$ cat config.mk
export PLATFORM = sky130hd
export DESIGN_NAME = sorted_list_priority_queue
export DESIGN_NICKNAME = d
export VERILOG_FILES = /design/src/design/slpq_pkg.sv /design/src/design/slpq_front.sv /design/src/design/slpq_back.sv /design/src/design/sorted_list_priority_queue.sv
export SDC_FILE = /design/constraint.sdc
export NUM_CORES = 2
export LEC_CHECK = 0
export BUFFER_PORTS_ARGS = -buffer_cell sky130_fd_sc_hd__buf_4
export CORE_MARGIN = 4
export CORE_UTILIZATION = 55
export CTS_CLUSTER_SIZE = 14
export DETAILED_ROUTE_END_ITERATION = 16
export PLACE_DENSITY = 0.73
export SYNTH_ARGS = -nofsm -noshare
export SYNTH_HDL_FRONTEND = slang
export SYNTH_SLANG_ARGS = --single-unit
$ cat constraint.sdc
create_clock -name clk -period 5.1 [get_ports clk]
set_clock_uncertainty 0.05 [all_clocks]
set_input_delay 0.51 -clock clk [delete_from_list [all_inputs] [get_ports clk]]
set_output_delay 0.51 -clock clk [all_outputs]
set_load 0.01 [all_outputs]
$ cat src/design/slpq_pkg.sv
// ----------------------------------------------------------------------------
// slpq_pkg - shared types and constants for the sorted list priority queue
// Capacity, index widths, command and status codes, and the beat structs
// passed between the front and back parts of the queue.
// ----------------------------------------------------------------------------
package slpq_pkg;

  localparam int CAPACITY = 64;
  localparam int CELL_W   = $clog2(CAPACITY);
  localparam int IDX_W    = $clog2(CAPACITY + 1);
  localparam int KEY_W    = 16;
  localparam int HANDLE_W = 16;
  localparam int OCC_W    = 7;
  localparam int STATUS_W = 2;

  typedef logic [IDX_W-1:0]    idx_t;
  typedef logic [CELL_W-1:0]   cell_t;
  typedef logic [KEY_W-1:0]    key_t;
  typedef logic [HANDLE_W-1:0] handle_t;
  typedef logic [OCC_W-1:0]    occ_t;

  // Link value meaning "no cell"
  localparam idx_t NIL_IDX    = idx_t'(CAPACITY);
  localparam idx_t FULL_COUNT = idx_t'(CAPACITY);

  localparam logic CMD_INSERT = 1'b0;
  localparam logic CMD_POP    = 1'b1;

  typedef enum logic [STATUS_W-1:0] {
    ST_OK    = 2'd0,
    ST_FULL  = 2'd1,
    ST_EMPTY = 2'd2
  } status_t;

  typedef struct packed {
    logic    command;
    key_t    key;
    handle_t item_handle;
  } cmd_t;

  typedef struct packed {
    status_t status;
    key_t    popped_key;
    handle_t popped_handle;
    occ_t    occupied;
  } res_t;

endpackage

$ cat src/design/slpq_front.sv
// ----------------------------------------------------------------------------
// slpq_front - command intake
// Takes input beats, packs them into commands and holds them in a two-entry
// queue so intake continues while the back part is busy.
// ----------------------------------------------------------------------------
module slpq_front (
  input  logic                   clk,
  input  logic                   rst_n,
  input  logic                   in_valid,
  output logic                   in_ready,
  input  logic                   in_command,
  input  slpq_pkg::key_t         in_key,
  input  slpq_pkg::handle_t      in_item_handle,
  output logic                   q_valid,
  input  logic                   q_ready,
  output slpq_pkg::cmd_t         q_cmd
);

  slpq_pkg::cmd_t entry_r [2];
  logic           wr_ptr_r, wr_ptr_nxt;
  logic           rd_ptr_r, rd_ptr_nxt;
  logic [1:0]     fill_r, fill_nxt;
  logic           push, pop;
  slpq_pkg::cmd_t in_cmd;

  assign in_cmd   = '{command: in_command, key: in_key, item_handle: in_item_handle};
  assign in_ready = (fill_r != 2'd2);
  assign q_valid  = (fill_r != 2'd0);
  assign q_cmd    = entry_r[rd_ptr_r];
  assign push     = in_valid & in_ready;
  assign pop      = q_valid & q_ready;

  always_comb begin
    wr_ptr_nxt = push ? ~wr_ptr_r : wr_ptr_r;
    rd_ptr_nxt = pop ? ~rd_ptr_r : rd_ptr_r;
    fill_nxt   = fill_r + {1'b0, push} - {1'b0, pop};
  end

  always_ff @(posedge clk) begin
    if (!rst_n) begin
      wr_ptr_r <= 1'b0;
      rd_ptr_r <= 1'b0;
      fill_r   <= 2'd0;
    end else begin
      wr_ptr_r <= wr_ptr_nxt;
      rd_ptr_r <= rd_ptr_nxt;
      fill_r   <= fill_nxt;
    end
    if (push) begin
      entry_r[wr_ptr_r] <= in_cmd;
    end
  end

endmodule

$ cat src/design/slpq_back.sv
// ----------------------------------------------------------------------------
// slpq_back - list engine
// Runs one command at a time against the linked list held in four memories,
// walking back from the tail on insert, and registers the result beat.
// ----------------------------------------------------------------------------
module slpq_back (
  input  logic           clk,
  input  logic           rst_n,
  input  logic           q_valid,
  output logic           q_ready,
  input  slpq_pkg::cmd_t q_cmd,
  output logic           out_valid,
  input  logic           out_ready,
  output slpq_pkg::res_t out_res
);

  typedef enum logic [2:0] {
    S_IDLE,
    S_INS_TAKE,
    S_WALK,
    S_FIND,
    S_LINK2,
    S_HEAD2,
    S_POP
  } state_t;

  function automatic slpq_pkg::cell_t cell_of(slpq_pkg::idx_t i);
    return i[slpq_pkg::CELL_W-1:0];
  endfunction

  // memories
  slpq_pkg::key_t    key_mem_r    [slpq_pkg::CAPACITY];
  slpq_pkg::handle_t handle_mem_r [slpq_pkg::CAPACITY];
  slpq_pkg::idx_t    next_mem_r   [slpq_pkg::CAPACITY];
  slpq_pkg::idx_t    prev_mem_r   [slpq_pkg::CAPACITY];
  logic [slpq_pkg::CAPACITY-1:0] next_vld_r;

  slpq_pkg::key_t    key_rd_r;
  slpq_pkg::handle_t handle_rd_r;
  slpq_pkg::idx_t    next_rd_r, prev_rd_r;
  logic              next_vld_rd_r;
  slpq_pkg::cell_t   next_raddr_r;
  slpq_pkg::idx_t    next_q;

  logic              key_we, handle_we, next_we, prev_we;
  slpq_pkg::cell_t   key_waddr, next_waddr, prev_waddr;
  slpq_pkg::key_t    key_wdata;
  slpq_pkg::handle_t handle_wdata;
  slpq_pkg::idx_t    next_wdata, prev_wdata;
  slpq_pkg::cell_t   key_raddr, handle_raddr, next_raddr, prev_raddr;

  // control and datapath registers
  state_t            state_r, state_nxt;
  slpq_pkg::idx_t    head_r, head_nxt;
  slpq_pkg::idx_t    tail_r, tail_nxt;
  slpq_pkg::idx_t    free_head_r, free_head_nxt;
  slpq_pkg::idx_t    count_r, count_nxt;
  slpq_pkg::idx_t    j_r, j_nxt;
  slpq_pkg::idx_t    x_r, x_nxt;
  slpq_pkg::idx_t    after_r, after_nxt;
  slpq_pkg::key_t    key_r, key_nxt;
  logic              out_valid_r, out_valid_nxt;
  slpq_pkg::res_t    out_res_r, out_res_nxt;

  logic              finish;
  slpq_pkg::status_t fin_status;
  slpq_pkg::key_t    fin_pk;
  slpq_pkg::handle_t fin_ph;

  assign out_valid = out_valid_r;
  assign out_res   = out_res_r;

  // never-written link cells read as their reset chain value i+1
  assign next_q = next_vld_rd_r ? next_rd_r
                                : slpq_pkg::idx_t'(next_raddr_r) + slpq_pkg::idx_t'(1);

  always_comb begin
    state_nxt     = state_r;
    head_nxt      = head_r;
    tail_nxt      = tail_r;
    free_head_nxt = free_head_r;
    count_nxt     = count_r;
    j_nxt         = j_r;
    x_nxt         = x_r;
    after_nxt     = after_r;
    key_nxt       = key_r;
    out_valid_nxt = out_valid_r & ~out_ready;
    out_res_nxt   = out_res_r;
    q_ready       = 1'b0;

    key_we       = 1'b0;
    handle_we    = 1'b0;
    next_we      = 1'b0;
    prev_we      = 1'b0;
    key_waddr    = cell_of(j_r);
    key_wdata    = key_r;
    handle_wdata = '0;
    next_waddr   = cell_of(j_r);
    next_wdata   = slpq_pkg::NIL_IDX;
    prev_waddr   = cell_of(j_r);
    prev_wdata   = slpq_pkg::NIL_IDX;
    key_raddr    = cell_of(x_r);
    prev_raddr   = cell_of(x_r);
    handle_raddr = cell_of(head_r);
    next_raddr   = cell_of(j_r);

    finish     = 1'b0;
    fin_status = slpq_pkg::ST_OK;
    fin_pk     = '0;
    fin_ph     = '0;

    case (state_r)
      S_IDLE: begin
        if (q_valid && !out_valid_r) begin
          q_ready = 1'b1;
          key_nxt = q_cmd.key;
          if (q_cmd.command == slpq_pkg::CMD_POP) begin
            if (head_r == slpq_pkg::NIL_IDX) begin
              finish     = 1'b1;
              fin_status = slpq_pkg::ST_EMPTY;
            end else begin
              count_nxt    = count_r - slpq_pkg::idx_t'(1);
              key_raddr    = cell_of(head_r);
              handle_raddr = cell_of(head_r);
              next_raddr   = cell_of(head_r);
              state_nxt    = S_POP;
            end
          end else begin
            if (count_r == slpq_pkg::FULL_COUNT) begin
              finish     = 1'b1;
              fin_status = slpq_pkg::ST_FULL;
            end else begin
              count_nxt    = count_r + slpq_pkg::idx_t'(1);
              j_nxt        = free_head_r;
              key_we       = 1'b1;
              key_waddr    = cell_of(free_head_r);
              key_wdata    = q_cmd.key;
              handle_we    = 1'b1;
              handle_wdata = q_cmd.item_handle;
              next_raddr   = cell_of(free_head_r);
              state_nxt    = S_INS_TAKE;
            end
          end
        end
      end
      S_INS_TAKE: begin
        free_head_nxt = next_q;
        if (head_r == slpq_pkg::NIL_IDX) begin
          head_nxt = j_r;
          tail_nxt = j_r;
          next_we  = 1'b1;
          prev_we  = 1'b1;
          finish   = 1'b1;
        end else begin
          x_nxt      = tail_r;
          key_raddr  = cell_of(tail_r);
          prev_raddr = cell_of(tail_r);
          state_nxt  = S_WALK;
        end
      end
      S_WALK: begin
        // one list step a cycle; equal keys stop the walk
        if (key_rd_r > key_r) begin
          if (prev_rd_r == slpq_pkg::NIL_IDX) begin
            next_we    = 1'b1;
            next_wdata = head_r;
            prev_we    = 1'b1;
            x_nxt      = head_r;
            head_nxt   = j_r;
            state_nxt  = S_HEAD2;
          end else begin
            x_nxt      = prev_rd_r;
            key_raddr  = cell_of(prev_rd_r);
            prev_raddr = cell_of(prev_rd_r);
          end
        end else begin
          next_raddr = cell_of(x_r);
          state_nxt  = S_FIND;
        end
      end
      S_FIND: begin
        after_nxt  = next_q;
        next_we    = 1'b1;
        next_waddr = cell_of(x_r);
        next_wdata = j_r;
        prev_we    = 1'b1;
        prev_wdata = x_r;
        state_nxt  = S_LINK2;
      end
      S_LINK2: begin
        next_we    = 1'b1;
        next_wdata = after_r;
        if (after_r != slpq_pkg::NIL_IDX) begin
          prev_we    = 1'b1;
          prev_waddr = cell_of(after_r);
          prev_wdata = j_r;
        end else begin
          tail_nxt = j_r;
        end
        finish = 1'b1;
      end
      S_HEAD2: begin
        prev_we    = 1'b1;
        prev_waddr = cell_of(x_r);
        prev_wdata = j_r;
        finish     = 1'b1;
      end
      S_POP: begin
        fin_pk = key_rd_r;
        fin_ph = handle_rd_r;
        if (next_q != slpq_pkg::NIL_IDX) begin
          prev_we    = 1'b1;
          prev_waddr = cell_of(next_q);
          head_nxt   = next_q;
        end else begin
          head_nxt = slpq_pkg::NIL_IDX;
          tail_nxt = slpq_pkg::NIL_IDX;
        end
        // freed cell goes to the front of the free chain
        next_we       = 1'b1;
        next_waddr    = cell_of(head_r);
        next_wdata    = free_head_r;
        free_head_nxt = head_r;
        finish        = 1'b1;
      end
      default: begin
        state_nxt = S_IDLE;
      end
    endcase

    if (finish) begin
      state_nxt     = S_IDLE;
      out_valid_nxt = 1'b1;
      out_res_nxt   = '{status:        fin_status,
                        popped_key:    fin_pk,
                        popped_handle: fin_ph,
                        occupied:      slpq_pkg::occ_t'(count_nxt)};
    end
  end

  always_ff @(posedge clk) begin
    if (!rst_n) begin
      state_r     <= S_IDLE;
      head_r      <= slpq_pkg::NIL_IDX;
      tail_r      <= slpq_pkg::NIL_IDX;
      free_head_r <= '0;
      count_r     <= '0;
      out_valid_r <= 1'b0;
    end else begin
      state_r     <= state_nxt;
      head_r      <= head_nxt;
      tail_r      <= tail_nxt;
      free_head_r <= free_head_nxt;
      count_r     <= count_nxt;
      out_valid_r <= out_valid_nxt;
    end
    j_r       <= j_nxt;
    x_r       <= x_nxt;
    after_r   <= after_nxt;
    key_r     <= key_nxt;
    out_res_r <= out_res_nxt;
  end

  always_ff @(posedge clk) begin
    if (key_we) begin
      key_mem_r[key_waddr] <= key_wdata;
    end
    key_rd_r <= key_mem_r[key_raddr];
  end

  always_ff @(posedge clk) begin
    if (handle_we) begin
      handle_mem_r[key_waddr] <= handle_wdata;
    end
    handle_rd_r <= handle_mem_r[handle_raddr];
  end

  always_ff @(posedge clk) begin
    if (next_we) begin
      next_mem_r[next_waddr] <= next_wdata;
    end
    next_rd_r     <= next_mem_r[next_raddr];
    next_vld_rd_r <= next_vld_r[next_raddr];
    next_raddr_r  <= next_raddr;
  end

  always_ff @(posedge clk) begin
    if (!rst_n) begin
      next_vld_r <= '0;
    end else if (next_we) begin
      next_vld_r[next_waddr] <= 1'b1;
    end
  end

  always_ff @(posedge clk) begin
    if (prev_we) begin
      prev_mem_r[prev_waddr] <= prev_wdata;
    end
    prev_rd_r <= prev_mem_r[prev_raddr];
  end

endmodule

$ cat src/design/sorted_list_priority_queue.sv
// ----------------------------------------------------------------------------
// sorted_list_priority_queue - 64-entry priority queue on a sorted linked list
// Keeps (key, handle) entries in ascending key order; insert and pop-smallest.
// ----------------------------------------------------------------------------
// Usage
//   Input channel (in_valid/in_ready): in_command 0 inserts in_key with
//   in_item_handle, 1 pops the entry with the smallest key. Entries with
//   equal keys leave in the order they arrived.
//   Result channel (out_valid/out_ready): exactly one result beat per input
//   beat, in order. out_status is ok, full (insert refused) or empty (pop on
//   an empty queue); popped key and handle are zero unless a pop succeeds.
//   out_occupied is the entry count after the command.
// Operation
//   A pop reads the head cell and unlinks it. An insert walks the list back
//   from the tail past every entry whose key is larger than the new key,
//   one memory read a step, then links the new cell in; it lands at the head
//   when every held key is larger. Full and empty refusals are answered
//   without touching the list.
//   The back part starts the next command the cycle after the result beat.
// Reset and stalls
//   Reset empties the queue at once; no clearing pass is needed.
//   A two-beat command queue keeps in_ready high while a result waits for
//   out_ready; when it fills, in_ready drops until the back part drains it.
// ----------------------------------------------------------------------------
module sorted_list_priority_queue (
  input  logic                            clk,
  input  logic                            rst_n,
  input  logic                            in_valid,
  output logic                            in_ready,
  input  logic                            in_command,
  input  logic [slpq_pkg::KEY_W-1:0]      in_key,
  input  logic [slpq_pkg::HANDLE_W-1:0]   in_item_handle,
  output logic                            out_valid,
  input  logic                            out_ready,
  output logic [slpq_pkg::STATUS_W-1:0]   out_status,
  output logic [slpq_pkg::KEY_W-1:0]      out_popped_key,
  output logic [slpq_pkg::HANDLE_W-1:0]   out_popped_handle,
  output logic [slpq_pkg::OCC_W-1:0]      out_occupied
);

  // front -> back command queue
  logic           q_valid;
  logic           q_ready;
  slpq_pkg::cmd_t q_cmd;
  slpq_pkg::res_t res;

  slpq_front u_front (
    .clk            (clk),
    .rst_n          (rst_n),
    .in_valid       (in_valid),
    .in_ready       (in_ready),
    .in_command     (in_command),
    .in_key         (in_key),
    .in_item_handle (in_item_handle),
    .q_valid        (q_valid),
    .q_ready        (q_ready),
    .q_cmd          (q_cmd)
  );

  // list engine with result register
  slpq_back u_back (
    .clk       (clk),
    .rst_n     (rst_n),
    .q_valid   (q_valid),
    .q_ready   (q_ready),
    .q_cmd     (q_cmd),
    .out_valid (out_valid),
    .out_ready (out_ready),
    .out_res   (res)
  );

  assign out_status        = res.status;
  assign out_popped_key    = res.popped_key;
  assign out_popped_handle = res.popped_handle;
  assign out_occupied      = res.occupied;

endmodule

==> impl_metrics.ini <==
[power]
p_int_mw = 57.1
p_total_mw = 89.8
switching_power_mw = 32.7
power_leakage_nw = 48.5
ir_drop_v = 0.000510
pwr-share-seq_pct = 37.0
power_density_nw_per_um2 = 617
clock_power_share_pct = 25.5
switching_share_pct = 36.4
p_comb_share_pct = 37.5

[logic_synthesis]
synth-seq-cells = 3242
yosysSeqAreaShare_pct = 75.3
synthCells = 7828
async_flop_share_pct = 0
netlist_area_um2 = 127000
ys_warn_count = 0
syn_avg_cell_area_um2 = 16.2
synth_top_flop_cell = edfxtp_1
syn_nets = 7886
synth-edff-count = 3088
ys_types = 81

[setup_path]
crit_family = compound AO/OA/AOI/OAI gates
path_depth = 19
worst_setup_path_end_kind = flip-flop
slowest_stage = o21ai_0
cp-start-kind = flip-flop
criticalPathCategory = reg2reg
crit_top_cell = buf_4
rrSetupSlack_ns = 0.11
worst_ep_arrival_time_ns = 5.76
worstPathRequired_ns = 5.87
critical_path_peak_fanout = 11
r2r_cells = 19
r2r-start = u_back.key_r[15]$_DFFE_PP_
crit_buf_inv = 6
crit_path_end = u_back.key_rd_r[6]$_DFF_P_
startpoint = u_back.key_r[15]$_DFFE_PP_
r2r-end = u_back.key_rd_r[6]$_DFF_P_
path_cells = inv_1 > ha_1 > nand4_1 > or2_1 > a2111o_1 > a31oi_2 > buf_12 > o21ai_2 > buf_4 > a221oi_2 > buf_4 > buf_4 > nand2_1 > buf_4 > o22ai_1 > a21oi_1 > o21ai_0 > a21oi_1 > o21ai_1
slowest_delay_ns = 0.63

[timing]
slew_violations = 0
tightest_slew_ns = 1.44
finalCritPeriodShare_pct = 97.9
relSlewSlack_pct = 3.36
finalCriticalPeriod_ns = 4.99
final-setup-viol-count = 0
fmax_mhz = 200
hold_slack_ns = 0.0939
hold_viol_final = 0

[place]
dp.cells = 10900
gp_congestion = 0.925
io_buffers = 79
dpl.hpwl_um = 200000
place_area_um2 = 135000

[floorplan]
num_rows = 176
dieWidth_um = 489
num_io_pins = 80
die-area_um2 = 239000
start_util_pct = 55.3
die_h_um = 489
coreArea_um2 = 230000

[grt]
grt_pass1_vias = 73500
grt_pass1_wl_um = 493000
grt_usage_pct = 28.0
grt_max_degree = 142
overflow = 0
antenna_found_initial = 11

[final_layout]
final_cells = 11600
num-nets-final = 8346
syn_to_final_growth_pct = 14.4
drive_gt1_share_pct = 18.4
final_area_um2 = 146000
final_cell_mix = 3088 x edfxtp_1, 1299 x nand2_1, 463 x buf_4, 390 x mux4_2, 367 x nor2_1
layout_commonest_cell = edfxtp_1

[clock_network]
h-tree-depth = 5
root_buffer = clkbuf_16
clk_latency_ns = 0.97
cts_tree = built
cts.sinks = 3242
clk_path_buf_depth = 4
path_clk_slew_ns = 0.07
numCtsBuffers = 332
cts_setup_buffers = 0

[route]
drtIter0Drc = 9897
vias_per_cell = 6.44
drt-total-wl_um = 337000
route.detailed.drc = 0
final_antenna_net_count = 0
firstDrtPassIters = 6
vias = 74400
avgRoutedWirePerCell_um = 29.2

[run]
maxCapViolations = 0

[min_path]
hold_path_class = in2reg

[run_status]
status = finished, final reports clean
state kept, by name, indices dropped and copies added (netlist names), 2 cells and up, named ones only:
name and flops:
u_back.after_r 7, u_back.count_r 7, u_back.free_head_r 7, u_back.handle_mem_r 1024, u_back.handle_rd_r 16, u_back.head_r 7
u_back.j_r 7, u_back.key_mem_r 1024, u_back.key_r 16, u_back.key_rd_r 16, u_back.next_mem_r 448, u_back.next_raddr_r 6
u_back.next_rd_r 7, u_back.next_vld_r 64, u_back.out_res 41, u_back.prev_mem_r 448, u_back.prev_rd_r 7, u_back.state_r 3
u_back.tail_r 7, u_back.x_r 7, u_front.entry_r 66, u_front.fill_r 2
worst min-delay path: stages:
cell and delay [ns]:
buf_4 0.14, nand2_1 0.14, and2_1 0.15, o21a_1 0.10
repair_timing:
item	4_1_cts	5_1_grt
gates resized for setup	3	15
hold endpoints to repair	94	0
pin swaps	0	2
setup endpoints to repair	15	19
cloned	0	0
hold buffers	36	0
worst min path at each step:
stage / endpoint / start / cells past startpoint / slack, ns
final: u_front.wr_ptr_r$_SDFFE_PN0P_ / in_valid / 4 / 0.09
after global routing: u_front.wr_ptr_r$_SDFFE_PN0P_ / in_valid / 4 / 0.1
after CTS: u_front.fill_r[0]$_SDFF_PN0_ / in_valid / 5 / 0.02
after detailed placement: u_back.next_vld_r[27]$_SDFFE_PN0P_ / u_back.next_vld_r[27]$_SDFFE_PN0P_ / 1 / 0.40
after global placement: u_back.next_vld_r[53]$_SDFFE_PN0P_ / u_back.next_vld_r[53]$_SDFFE_PN0P_ / 1 / 0.39
after floorplan: u_back.j_r[2]$_DFFE_PP_ / u_back.free_head_r[2]$_SDFFE_PN0P_ / 0 / 0.36
final cells by class:
class                   instances  area, um2
inverters                      41        156
clock inverters               155       1250
multi-input cells            4092      30300
flip-flops and latches       3242      95800
clock buffers                 417       8770
well taps                    3026       3790
repair buffers                579       5440
fillers                     15700      84600
diodes                          6       15.0
metal layers:
layer  track usage (%)  vias up  part of all wire [%]
met4              11.1        2                   4.3
met1              37.8    37700                    37
met3              4.91      793                   9.6
li1                  -    31400                     -
met5                 0        -                0.0047
met2              45.7     4510                    49
synthesized netlist by cell type, types with 13 or more instances:
library cell	count	share of area [%]
ha_1	21	0.21
a22oi_1	32	0.19
a221oi_1	48	0.33
a21o_1	16	0.094
o21ai_0	132	0.52
a2111oi_1	13	0.10
o21a_1	74	0.44
nor4_1	22	0.11
mux2_2	24	0.21
mux2i_1	264	2.1
inv_1	37	0.11
nand3_1	211	0.83
edfxtp_1	3088	73
and3_1	98	0.48
nand2_1	1307	3.9
nor3_1	38	0.15
clkbuf_1	254	0.75
buf_2	102	0.40
a21oi_1	209	0.82
a211oi_1	72	0.42
o22ai_1	67	0.33
and2_1	56	0.28
nor2b_1	48	0.24
nand4_1	40	0.20
nor2_1	457	1.3
a32oi_1	107	0.74
a31oi_1	92	0.45
dfxtp_1	154	2.4
buf_1	76	0.22
mux4_2	390	6.9
o211a_1	18	0.14
o21ai_1	22	0.087
a311oi_1	52	0.36
logic make-up (layout without fill, tap and decap cells):
kind of cell	Yosys count	count (layout)	share of synthesized area (%)
mux	679	679	9.21
fa+ha+maj	21	21	0.207
xor+xnor	9	9	0.0620
flops	3242	3242	75.3
other cells	0	6	0
simple gates	2320	2320	7.74
buf+inv	494	1192	1.65
compound gates	1063	1063	5.81
power groups by stage:
| stage | sequential, mW | combinational [mW] | clock (mW) |
|---|---|---|---|
| finish | 33.2 | 33.7 | 22.9 |
| global route | 33.3 | 35.5 | 24.3 |
| CTS | 33.2 | 33.1 | 23.1 |
| detailed placement | 33.7 | 32.7 | 0 |
| global placement | 33.7 | 32.1 | 0 |
| floorplan | 33.7 | 19.0 | 0 |
per-stage QoR:
stage               setup TNS, ns  util [%]  setup WS [ns]
finish                          0      63.3          0.108
detailed placement         -0.997      58.7         -0.221
global placement           -0.799      58.7         -0.196
floorplan                 -134.06         -         -0.233
global route             -0.00348      63.2       -0.00348
CTS                             0      63.2         0.0394
(Power assumes the default switching activity.)
